### config.mk
export PLATFORM = sky130hd
export DESIGN_NAME = plpf_div_stage
export DESIGN_NICKNAME = d
export VERILOG_FILES = /design/src/hdl/plpf_pkg.sv /design/src/hdl/plpf_div_stage.sv
export SDC_FILE = /design/constraint.sdc
export NUM_CORES = 1
export LEC_CHECK = 0
export BUFFER_PORTS_ARGS = -buffer_cell sky130_fd_sc_hd__buf_2
export CAP_MARGIN = 5
export CELL_PAD_IN_SITES_DETAIL_PLACEMENT = 0
export CELL_PAD_IN_SITES_GLOBAL_PLACEMENT = 2
export CORE_MARGIN = 2
export CORE_UTILIZATION = 31
export CTS_BUF_LIST = sky130_fd_sc_hd__clkbuf_4 sky130_fd_sc_hd__clkbuf_8
export DETAILED_ROUTE_END_ITERATION = 10
export PLACE_DENSITY_LB_ADDON = 0.1
export RECOVER_POWER = 50
export SLEW_MARGIN = 20
export SYNTH_ARGS = -nofsm -noshare
export SYNTH_HDL_FRONTEND = slang
export SYNTH_SLANG_ARGS = --single-unit
### constraint.sdc
create_clock -name clock -period 11.4 [get_ports clock]
set_input_delay 0.57 -clock clock [delete_from_list [all_inputs] [get_ports clock]]
set_output_delay 0.57 -clock clock [all_outputs]
set_load 0.1 [all_outputs]
### src/hdl/plpf_pkg.sv
// Shared types and constants of the point light pixel fill block.
package plpf_pkg;

   localparam int COORD_BITS_DEF = 12;
   localparam int DEN_W = 43;           // clamped denominator, Q.32, at most 2^42
   localparam int DVS_W = DEN_W + 1;    // divisor 2*den
   localparam int KF_W = 24;            // k in Q16.8
   localparam int REM_W = DVS_W + KF_W; // partial remainder
   localparam int CSR_IDX_W = 3;
   localparam int CSR_DATA_W = 32;
   localparam logic [DEN_W-1:0] DEN_LIMIT = DEN_W'(64'd1 << 42);
   localparam logic [KF_W-1:0] KF_MAX = '1;

   typedef enum logic [CSR_IDX_W-1:0] {
      REG_LIGHT_X = 3'd0,
      REG_LIGHT_Y = 3'd1,
      REG_SCALE_SQ = 3'd2,
      REG_LIGHT_BIAS = 3'd3,
      REG_COLOR_RED = 3'd4,
      REG_COLOR_GREEN = 3'd5,
      REG_COLOR_BLUE = 3'd6
   } csr_index_type;

   typedef struct packed {
      logic valid;
      logic lit;
      logic sat;
      logic [31:0] old_pixel;
      logic [REM_W-1:0] rem;
      logic [DVS_W-1:0] dvs;
      logic [KF_W-1:0] quo;
   } div_item_type;

endpackage

### src/hdl/plpf_div_stage.sv
// One restoring division step of the reciprocal pipeline.
module plpf_div_stage (
   input logic clock,
   input logic reset,
   input logic enable,
   input plpf_pkg::div_item_type item_in,
   output plpf_pkg::div_item_type item_out
);
   import plpf_pkg::*;

   div_item_type item_ff, item_in_c;
   logic [REM_W-1:0] shifted_dvs;
   logic [REM_W-1:0] diff;
   logic take;

   always_comb begin
      shifted_dvs = REM_W'(item_in.dvs) << (KF_W - 1);
      take = item_in.rem >= shifted_dvs;
      diff = take ? item_in.rem - shifted_dvs : item_in.rem;
      item_in_c = item_in;
      item_in_c.rem = diff << 1;
      item_in_c.quo = {item_in.quo[KF_W-2:0], take};
   end

   always_ff @(posedge clock) begin
      if (reset) begin
         item_ff.valid <= 1'b0;
      end else if (enable) begin
         item_ff <= item_in_c;
      end
   end

   assign item_out = item_ff;
endmodule

# Word-level counts from Yosys, hierarchy flattened
# Cells that the tools add are included.
[word_totals]
out_inout_bits = 171
in_bits = 174
mem_bits_ro = 0
latchBits = 0
ramBits = 0
wordCells = 12
memories = 0
ff_bits = 170
[op_classes]
n_lt_le_gt_ge = 1
div = 0
reduce_logical = 1
muxes = 1
add_sub_neg = 1
mul = 0
n_shift = 0
n_eq_ne = 0
bitwise_logic = 1
[ops]
columns = ["cell", "n"]
rows = [
  ["68-bit by 67-bit >= comparator with 1-bit output", 1],
  ["67-bit 2-to-1 mux", 1],
  ["67-bit subtractor", 1],
  ["2-bit AND reduction", 1],
  ["1-bit NOT", 1],
]

# Logic depth before layout (Yosys ltp)
# Gate-level depths: netlist of run 1.
[logic_depth]
depth_word = 2
depth_mapped = 14

# Least setup slack after synthesis of run 1
# Ideal clock, no wire load.
[synth_path]
path_type = "in2reg"
startpoint = "input port reset"
endpoint = "register item_ff (netlist bit item_out[0]), enable pin"
n_path_buf = 0
cell_stages = 1
slack_ns = 2.620
arrival_time_ns = 8.057
cell_sequence = "nor2b_1"
[synth_between]
elab_chain_cells = 2
[synth_lines]
columns = ["element", "line_no", "source"]
rows = [
  ["from (decl)", "plpf_div_stage.sv:4", "input logic reset,"],
  ["1-bit NOT (no source line)", "n/a", ""],
  ["2-bit AND reduction (no source line)", "n/a", ""],
  ["to (signal assigned)", "plpf_div_stage.sv:29", "item_ff <= item_in_c;"],
  ["to (decl)", "plpf_div_stage.sv:11", "div_item_type item_ff, item_in_c;"],
]
# No other way between the ends.
# A chain may end at the register's enable or synchronous reset.

# Worst setup path in the final report of run 1
[layout_path]
startpoint = "input port item_in[25] (netlist bit)"
endpoint = "register item_ff (netlist bit item_out[120]), data pin"
[layout_between]
elab_chain_cells = 2
word_cells_on_any_way = 3
classes_between = "add/sub (1); order compare (1); mux (1)"
[layout_lines]
columns = ["element", "line_no", "source"]
rows = [
  ["from (decl)", "plpf_div_stage.sv:6", "input plpf_pkg::div_item_type item_in,"],
  ["67-bit subtractor / 68-bit by 67-bit >= comparator with 1-bit output (equally long branches)", "plpf_div_stage.sv:19, plpf_div_stage.sv:18", ""],
  ["67-bit 2-to-1 mux (*)", "plpf_div_stage.sv:19", "diff = take ? item_in.rem - shifted_dvs : item_in.rem;"],
  ["via diff[51]", "plpf_div_stage.sv:13", "logic [REM_W-1:0] diff;"],
]
# Mark *: on every way through the listed nets, which the timed path passes. The rest lies on a longest branch.

==> flow_summary.yaml, run 1 <==
final_layout:
  final-seq-area_mm2: 0.00509
  areaGrowthSynthToFinish_pct: 27.7
  drive_gt1_share_pct: 29.2
  layout_common_cells: "buf_2 (260), edfxtp_1 (169), clkbuf_1 (83)"
  nets: 1249
  antenna_cells: 0
  fillers: 2752
  largest_reg_flops: 170
  final_common_cell: "buf_2"
  multi_input_area_mm2: 0.00296
clocking:
  cts_tree: "yes"
  clock-sinks: 170
  cts_inserted_buffers: 17
  htreeDepth: 4
  cts_hold_buf: 0
  insertion_delay_ns: 0.45
  path_clk_slew_ns: 0.12
  cts_root_buf: "clkbuf_8"
  ctsLongestPathBuffers: 2
  cts_resized: 0
  cts_post_setup_buffers_inserted: 0
logic_synthesis:
  synthesis.area_mm2: 0.00840
  synthFlopType: "edfxtp_1"
  syn_nets: 911
  syn_avg_cell_area_um2: 12.1
  ys_seq_elements: 170
  synth_top_area_cell: "edfxtp_1"
  synthArstFlopShare_pct: 0
  syn_inst: 692
  ys_seq_area_share_pct: 60.6
  synth_top_area_share_pct: 60.4
  synth_edf_count: 169
  netlist-cell-type-count: 61
  ys_warn_count: 0
  synth.area.top_cells: "edfxtp_1 (60%), ha_1 (6.6%), nand2_1 (3.2%)"
setup_path:
  cpPeakStageDelay_ns: 0.83
  cp_max_fo: 47
  crit_type: "in2reg"
  worstPathRequired_ns: 11.68
  path_cells: "clkbuf_1, inv_1, ha_1, nor2b_1, o31a_1, o31ai_4, a211oi_2, o211ai_1, nand2_1, a31oi_4, buf_4, nor4_1, nor3_1"
  critPathTopFamily: "compound AO/OA/AOI/OAI gates"
  critPathSlowestCell: "a31oi_4"
  crit_arrival_ns: 4.05
  crit_buf_inv: 3
  end_kind: "flop"
  setup.worst_path.start_class: "input port"
outcome:
  violations: "capacitance limit, slew limit"
  status: "finished, violations left"
routing:
  drc_errors: 0
  top_layer: "met5"
  num_vias: 6543
  routed_wl_um: 25900
  wire_per_inst_um: 18.7
  ant_nets: 0
  first_iter_violations: 324
  drtPass1Iterations: 4
  dr_wl_met2_um: 12900
  wl_met1_um: 11300
  drt-vias-per-instance: 4.73
  met3WireLength_um: 1320
floorplan:
  dieArea_mm2: 0.0284
  fp.dieH_um: 169
  die_x_um: 169
  io_pins: 345
  rows: 60
  start_util_pct: 31.4
  coreArea_mm2: 0.0268
power_and_ir_drop:
  vdd_drop_max_v: 0.0000765
  power.static_leakage_nw: 4.50
  power_density_mw_per_mm2: 172
placement:
  port-buffer-count: 342
  post-place-ws_ns: 7.06
  gp_congestion: 0.793
  hpwl_um: 20600
grt:
  track_usage_pct: 17.5
  grt_pass1_wl_um: 37500
  grt_pass1_vias: 6357
  grt-ovfl-total: 0
  grt_max_degree: 79
  antenna_found_initial: 2
sta:
  finalCriticalPeriod_ns: 3.77
  grt_setup_unrepaired: "false"
  final_hold_viol_count: 0
  holdWs_ns: 0.274
  slew_headroom_pct: -64.0
  finalWorstSetupSlack_ns: 7.63
  report.final.slew_viol_count: 94
  fin_setup_tns_ns: 0
  final-setup-viol-count: 0
  tightest_slew_ns: 2.46
  fmax_mhz: 265
  fin_skew_ns: 0
  timing.final.crit_share_pct: 33.1
worst_hold_path:
  min-delay-path-class: "in2reg"
flow_run:
  drv_cap: 2
[final timing paths]
kind	endpoint	depth (start not counted)	from	slack [ns]
max	item_out[120]$_DFFE_PP_	13	item_in[25]	7.63
min reg2reg	item_out[170]$_SDFFE_PP0P_	2	item_out[170]$_SDFFE_PP0P_	0.52
max reg2reg	item_out[170]$_SDFFE_PP0P_	2	item_out[170]$_SDFFE_PP0P_	10.81
min	item_out[166]$_DFFE_PP_	1	item_in[166]	0.27
[synth_stat cells, types with 6 or more instances]
library cell,instances
a21o_1,26
a21oi_1,49
a31oi_1,10
and3_1,9
buf_2,8
clkbuf_1,12
edfxtp_1,169
ha_1,44
inv_1,53
nand2_1,72
nand3_1,8
nand4_1,12
nor2_1,23
nor2b_1,10
nor3_1,8
nor4_1,6
o21a_1,12
o21ai_0,51
o21bai_1,7
xnor2_1,18
xor2_1,18
[logic make-up (layout without fill, tap and decap cells)]
kind of cell               Yosys count  count (layout)  synth area share, %
AOI/OAI and AO/OA                  192             192                 14.7
xor gates and xnor gates            36              36                 3.75
DFF                                170             170                 60.6
other                                1               1               0.0446
and+or+nand+nor                    164             164                 9.48
buffers and inverters               81             432                 4.12
adders and majority gates           45              45                 6.79
muxes                                3               3                0.476
[worst reg2reg max path, stage by stage (launching register included)]
cell	delay, ns
dfxtp_1	0.32
mux2i_1	0.12
nor2_1	0.05
[cell type report]
cell class | instances | share of cell area, %
clock buffers | 17 | 2.18
clock inverters | 15 | 1.66
inverters | 54 | 1.89
multi-input cells | 441 | 27.6
flip-flops and latches | 170 | 47.5
well taps | 341 | 3.98
repair buffers | 346 | 15.2
[stage by stage]
stage               instances  instance area [um2]  power (mW)  util (%)
floorplan                 692                 8400        1.29         -
global placement         1352                10400        1.41      38.9
detailed placement       1352                10400        1.41      38.9
CTS                      1384                10800        1.87      40.5
global route             1384                10700        1.92      40.0
finish                   1384                10700        1.84      40.0
[report_power, final]
| part | internal (mW) | leakage (nW) | switching [mW] |
|---|---|---|---|
| sequential | 0.749 | 1.59 | 0.0100 |
| combinational | 0.123 | 2.71 | 0.505 |
| clock | 0.186 | 0.209 | 0.270 |
[metal layers]
metal | track usage (%) | up-vias
li1 | - | 3243
met1 | 22.0 | 3082
met2 | 30.6 | 195
met3 | 3.97 | 19
met4 | 4.24 | 4
met5 | 0 | -
Power figures use the tool's default switching activity.
==> inputs of run 2 (changes only) <==
Settings changed: ABC_AREA from default to 1, CORE_UTILIZATION 31 to 26.
Clock period 11.4 ns to 3.1 ns, I/O delays scaled along.
==> flow_summary.yaml, run 2 <==
setup_path:
  end_kind: "flop"
  worstPathRequired_ns: 3.47
  crit_arrival_ns: 2.94
  crit_type: "in2reg"
  cpPeakStageDelay_ns: 0.55
  reg2reg_depth: 3
  cp_max_fo: 18
  setup.worst_path.start_class: "input port"
  critPathSlowestCell: "dlygate4sd3_1"
  crit_buf_inv: 5
  cp.depth: 15
  crit_top_cell: "nand2_1"
  critPathTopFamily: "buffers and inverters"
  path_cells: "dlygate4sd3_1, clkbuf_1, inv_1, ha_1, nand2_1, nor2_1, nand2_1, inv_2, nand2_2, nor2_4, nand3_2, nand4_4, buf_4, nand3_1, nand2_1"
final_layout:
  final_common_cell: "nand2_1"
  areaGrowthSynthToFinish_pct: 43.3
  final-seq-area_mm2: 0.00509
  final-instance-count-excl-fill: 2222
  largest_reg_flops: 170
  layout_common_cells: "nand2_1 (400), buf_2 (268), inv_1 (243)"
  multi_input_area_mm2: 0.00372
  fillers: 4012
  antenna_cells: 0
  nets: 1917
  drive_gt1_share_pct: 20.9
routing:
  wire_per_inst_um: 16.2
  drtPass1Iterations: 5
  drt-vias-per-instance: 4.09
  first_iter_violations: 415
  num_vias: 9081
  routed_wl_um: 35900
  ant_nets: 0
  drc_errors: 0
sta:
  holdWs_ns: 0.0419
  final-setup-viol-count: 0
  grt_setup_unrepaired: "false"
  report.final.slew_viol_count: 75
  fin_skew_ns: 0
  timing.final.crit_share_pct: 82.8
  tightest_slew_ns: 1.78
  final_hold_viol_count: 0
  finalCriticalPeriod_ns: 2.57
  slew_headroom_pct: -18.7
  fmax_mhz: 390
  fin_setup_tns_ns: 0
placement:
  gp_congestion: 0.850
  placed_cells: 2029
  hpwl_um: 28500
  port-buffer-count: 342
logic_synthesis:
  synthArstFlopShare_pct: 0
  ys_warn_count: 0
  synth.most_common_cell: "nand2_1"
  synthFlopType: "edfxtp_1"
  muxShareOfSynthArea_pct: 0
  synth_simple_gate_area_share_pct: 26.3
  syn_avg_cell_area_um2: 8.35
  ys_seq_area_share_pct: 51.7
  syn_inst: 1180
  syn_nets: 1399
  synth-xor-area-share_pct: 2.22
  synth_top_family_by_area: "simple AND/OR/NAND/NOR gates"
  netlist-cell-type-count: 33
  ys_seq_elements: 170
  synth_top_area_share_pct: 51.5
  yosys.area_share.adder_pct: 5.79
  synth_top_area_cell: "edfxtp_1"
  synth.area.top_cells: "edfxtp_1 (51%), nand2_1 (15%), inv_1 (9.3%)"
  synthesis.area_mm2: 0.00986
  synth_edf_count: 169
  synth_commonest_cells: "nand2_1 (400), inv_1 (244), edfxtp_1 (169)"
  synth_compound_area_share_pct: 3.33
flow_run:
  drv_cap: 1
floorplan:
  die_x_um: 199
  fp.dieH_um: 199
  dieArea_mm2: 0.0395
  io_pins: 345
  coreArea_mm2: 0.0375
  rows: 71
  start_util_pct: 26.3
grt:
  grt_pass1_wl_um: 53100
  antenna_found_initial: 1
  track_usage_pct: 18.2
  grt_pass1_vias: 9267
  grt-ovfl-total: 0
  grt_max_degree: 75
clocking:
  cts_inserted_buffers: 17
  cts_resized: 0
  htreeDepth: 4
  cts_tree: "yes"
  path_clk_slew_ns: 0.10
  insertion_delay_ns: 0.49
  ctsLongestPathBuffers: 2
  clock-sinks: 170
  cts_root_buf: "clkbuf_8"
worst_hold_path:
  holdPathStages: 3
  min-delay-path-class: "in2reg"
power_and_ir_drop:
  power.static_leakage_nw: 6.87
  vdd_drop_max_v: 0.000278
  power_density_mw_per_mm2: 507
outcome:
  status: "finished, violations left"
  violations: "capacitance limit, slew limit"
run 2: cell type report:
class,count,area share [%]
tap,511,4.53
timing repair buffer,511,23.5
inverter,254,6.77
clock inverter,14,1.12
sequential,170,36.1
multi-input combinational,744,26.4
clock buffer,18,1.71
run 2: report_power, final:
| group | total, mW | switching, mW | internal, mW |
|---|---|---|---|
| Sequential | 2.80 | 0.0462 | 2.75 |
| Clock | 1.69 | 1.01 | 0.680 |
| Combinational | 2.68 | 2.07 | 0.605 |
run 2: kinds of logic after synthesis:
kind of cell,Yosys count
AO/OA/AOI/OAI,63
XOR/XNOR,25
adder cells (fa/ha/maj),45
buffers and inverters,266
flip-flops,170
other,1
AND/OR/NAND/NOR,610
run 2: what timing repair did:
item | CTS | global route
endpoints found under the hold margin | 160 | 0
hold buffers | 161 | 0
buffers inserted | 0 | 0
run 2: per-stage QoR:
stage | cell area (um2) | setup WS [ns] | utilization [%] | power [mW]
finish | 14100 | 0.534 | 37.7 | 7.16
global placement | 12200 | 0.595 | 32.6 | 5.39
floorplan | 9870 | 0.00836 | - | 4.81
global route | 14100 | 0.319 | 37.7 | 7.52
detailed placement | 12200 | 0.548 | 32.6 | 5.40
CTS | 14200 | 0.562 | 38.0 | 7.28
run 2: metal layers:
metal / part of all wire (%) / GRT usage, % / vias to the layer above
li1: - / - / 4718
met1: 47 / 23.6 / 4071
met2: 47 / 31.0 / 263
met3: 5.0 / 3.15 / 27
met4: 1.8 / 5.50 / 2
met5: 0.036 / 0 / -
run 2: final timing paths:
| path | startpoint | end | slack (ns) |
|---|---|---|---|
| setup / recovery | item_in[43] | item_out[123]$_DFFE_PP_ | 0.53 |
| hold reg to reg | item_out[170]$_SDFFE_PP0P_ | item_out[170]$_SDFFE_PP0P_ | 1.03 |
| hold / removal | item_in[134] | item_out[135]$_DFFE_PP_ | 0.04 |
| setup reg to reg | item_out[170]$_SDFFE_PP0P_ | item_out[170]$_SDFFE_PP0P_ | 1.98 |
run 2: worst min-delay path, delay by kind of cell:
kind | cells | cell delay, ns
AND/OR/NAND/NOR | 2 | 0.14
buffers and inverters | 1 | 0.13
==> inputs of run 3 (changes only) <==
Settings changed: CORE_UTILIZATION 26 to 29.
Clock period 3.1 ns to 2.55 ns, I/O delays scaled along.
==> flow_summary.yaml, run 3 (synthesis results as in run 2) <==
outcome:
  status: "finished, final reports clean"
sta:
  fmax_mhz: 415
  final_hold_viol_count: 0
  report.final.slew_viol_count: 0
  timing.final.crit_share_pct: 94.6
  finalCriticalPeriod_ns: 2.41
  fin_skew_ns: 0
  holdWs_ns: 0.0459
  tightest_slew_ns: 1.28
  final-setup-viol-count: 0
  finalWorstSetupSlack_ns: 0.138
  slew_headroom_pct: 14.3
  fin_setup_tns_ns: 0
  grt_setup_unrepaired: "false"
setup_path:
  critPathSlowestCell: "dlygate4sd3_1"
  crit_type: "in2reg"
  path_cells: "dlygate4sd3_1, clkbuf_1, ha_1, fa_1, inv_1, buf_4, nand2_1, nand3_1, nand2_1, nand2_1, nand3_1, nand2_1, nand2_1, nand3_2, nand2_1"
  setup.worst_path.start_class: "input port"
  crit_arrival_ns: 2.66
  cp_max_fo: 3
  end_kind: "flop"
  rr_startpoint: "item_out[170]$_SDFFE_PP0P_"
  r2r-end: "item_out[170]$_SDFFE_PP0P_"
  worstPathRequired_ns: 2.80
  crit_start: "item_in[24]"
  reg2reg_slack_ns: 1.41
  crit_top_cell: "nand2_1"
  reg2reg_depth: 3
  cpPeakStageDelay_ns: 0.55
placement:
  port-buffer-count: 342
  hpwl_um: 28300
  placed_cells: 1989
  dpl_cell_area_mm2: 0.0124
  gp_congestion: 0.816
  post-place-ws_ns: 0.0832
routing:
  ant_nets: 0
  drt-vias-per-instance: 4.19
  first_iter_violations: 445
  routed_wl_um: 35300
  drc_errors: 0
  wire_per_inst_um: 16.1
  num_vias: 9161
  drtPass1Iterations: 5
clocking:
  ctsLongestPathBuffers: 2
  cts_post_setup_buffers_inserted: 0
  htreeDepth: 4
  cts_root_buf: "clkbuf_8"
  insertion_delay_ns: 0.48
  path_clk_slew_ns: 0.09
  cts_inserted_buffers: 17
  cts_tree: "yes"
  clock-sinks: 170
power_and_ir_drop:
  power_density_mw_per_mm2: 610
  power.static_leakage_nw: 6.91
  total_power_mw: 8.72
  vdd_drop_max_v: 0.000341
final_layout:
  areaGrowthSynthToFinish_pct: 45.0
  largest_reg_flops: 170
  final_common_cell: "nand2_1"
  layout_common_cells: "nand2_1 (398), inv_1 (243), buf_2 (232)"
  postLayoutCoreUtil_pct: 42.6
  drive_gt1_share_pct: 19.5
  final_area_mm2: 0.0143
  final-instance-count-excl-fill: 2188
  antenna_cells: 0
  nets: 1946
worst_hold_path:
  min-delay-path-class: "in2reg"
  holdPathStages: 3
  hold_path.startpoint: "item_in[117]"
  hold_end: "item_out[118]$_DFFE_PP_"
flow_run:
  drv_cap: 0
grt:
  antenna_found_initial: 1
  track_usage_pct: 20.2
  grt_max_degree: 69
  grt-ovfl-total: 0
  grt_pass1_vias: 9517
  grt_pass1_wl_um: 54000
floorplan:
  dieArea_mm2: 0.0355
  fp.dieH_um: 188
  io_pins: 345
  coreArea_mm2: 0.0335
  rows: 67
  die_x_um: 188
  start_util_pct: 29.4
-- run 3: metal layers --
layer / track usage [%] / up-vias / share of wire [%]
met5: 0 / - / 0.025
met4: 5.14 / 2 / 1.2
met3: 3.46 / 21 / 4.7
met2: 35.0 / 260 / 48
met1: 26.1 / 4094 / 46
li1: - / 4784 / -
-- run 3: cell type report --
| cell class | instances | area (um2) |
|---|---|---|
| Inverter | 254 | 966 |
| Tap cell | 448 | 561 |
| Multi-Input combinational cell | 744 | 3740 |
| Fill cell | 3512 | 19200 |
| Sequential cell | 170 | 5090 |
| Timing Repair Buffer | 540 | 3530 |
| Clock inverter | 14 | 158 |
| Clock buffer | 18 | 241 |
-- run 3: worst max path at each step --
stage,slack (ns),depth (start not counted),end
finish,0.14,15,item_out[122]$_DFFE_PP_
global route,0.004,16,item_out[134]$_DFFE_PP_
CTS,0.09,16,item_out[133]$_DFFE_PP_
detailed placement,0.08,15,item_out[123]$_DFFE_PP_
global placement,0.07,15,item_out[130]$_DFFE_PP_
floorplan,-0.51,2,item_out[0]$_DFFE_PP_
-- run 3: repair_timing --
item | CTS | global route
endpoints found under the hold margin | 170 | 0
setup endpoints to repair | 0 | 27
gates resized for setup | 0 | 5
hold buffers | 167 | 0
-- run 3: critical path: cells and delay by family --
family	cells	cell delay [ns]
adders and majority gates	2	0.65
buffers and inverters	4	0.88
and+or+nand+nor	9	0.99
-- run 3: where the power goes --
part	internal, mW	total, mW	switching, mW
logic	0.770	3.31	2.54
clock network	0.903	2.01	1.11
registers	3.34	3.40	0.0641
total	5.01	8.72	3.71
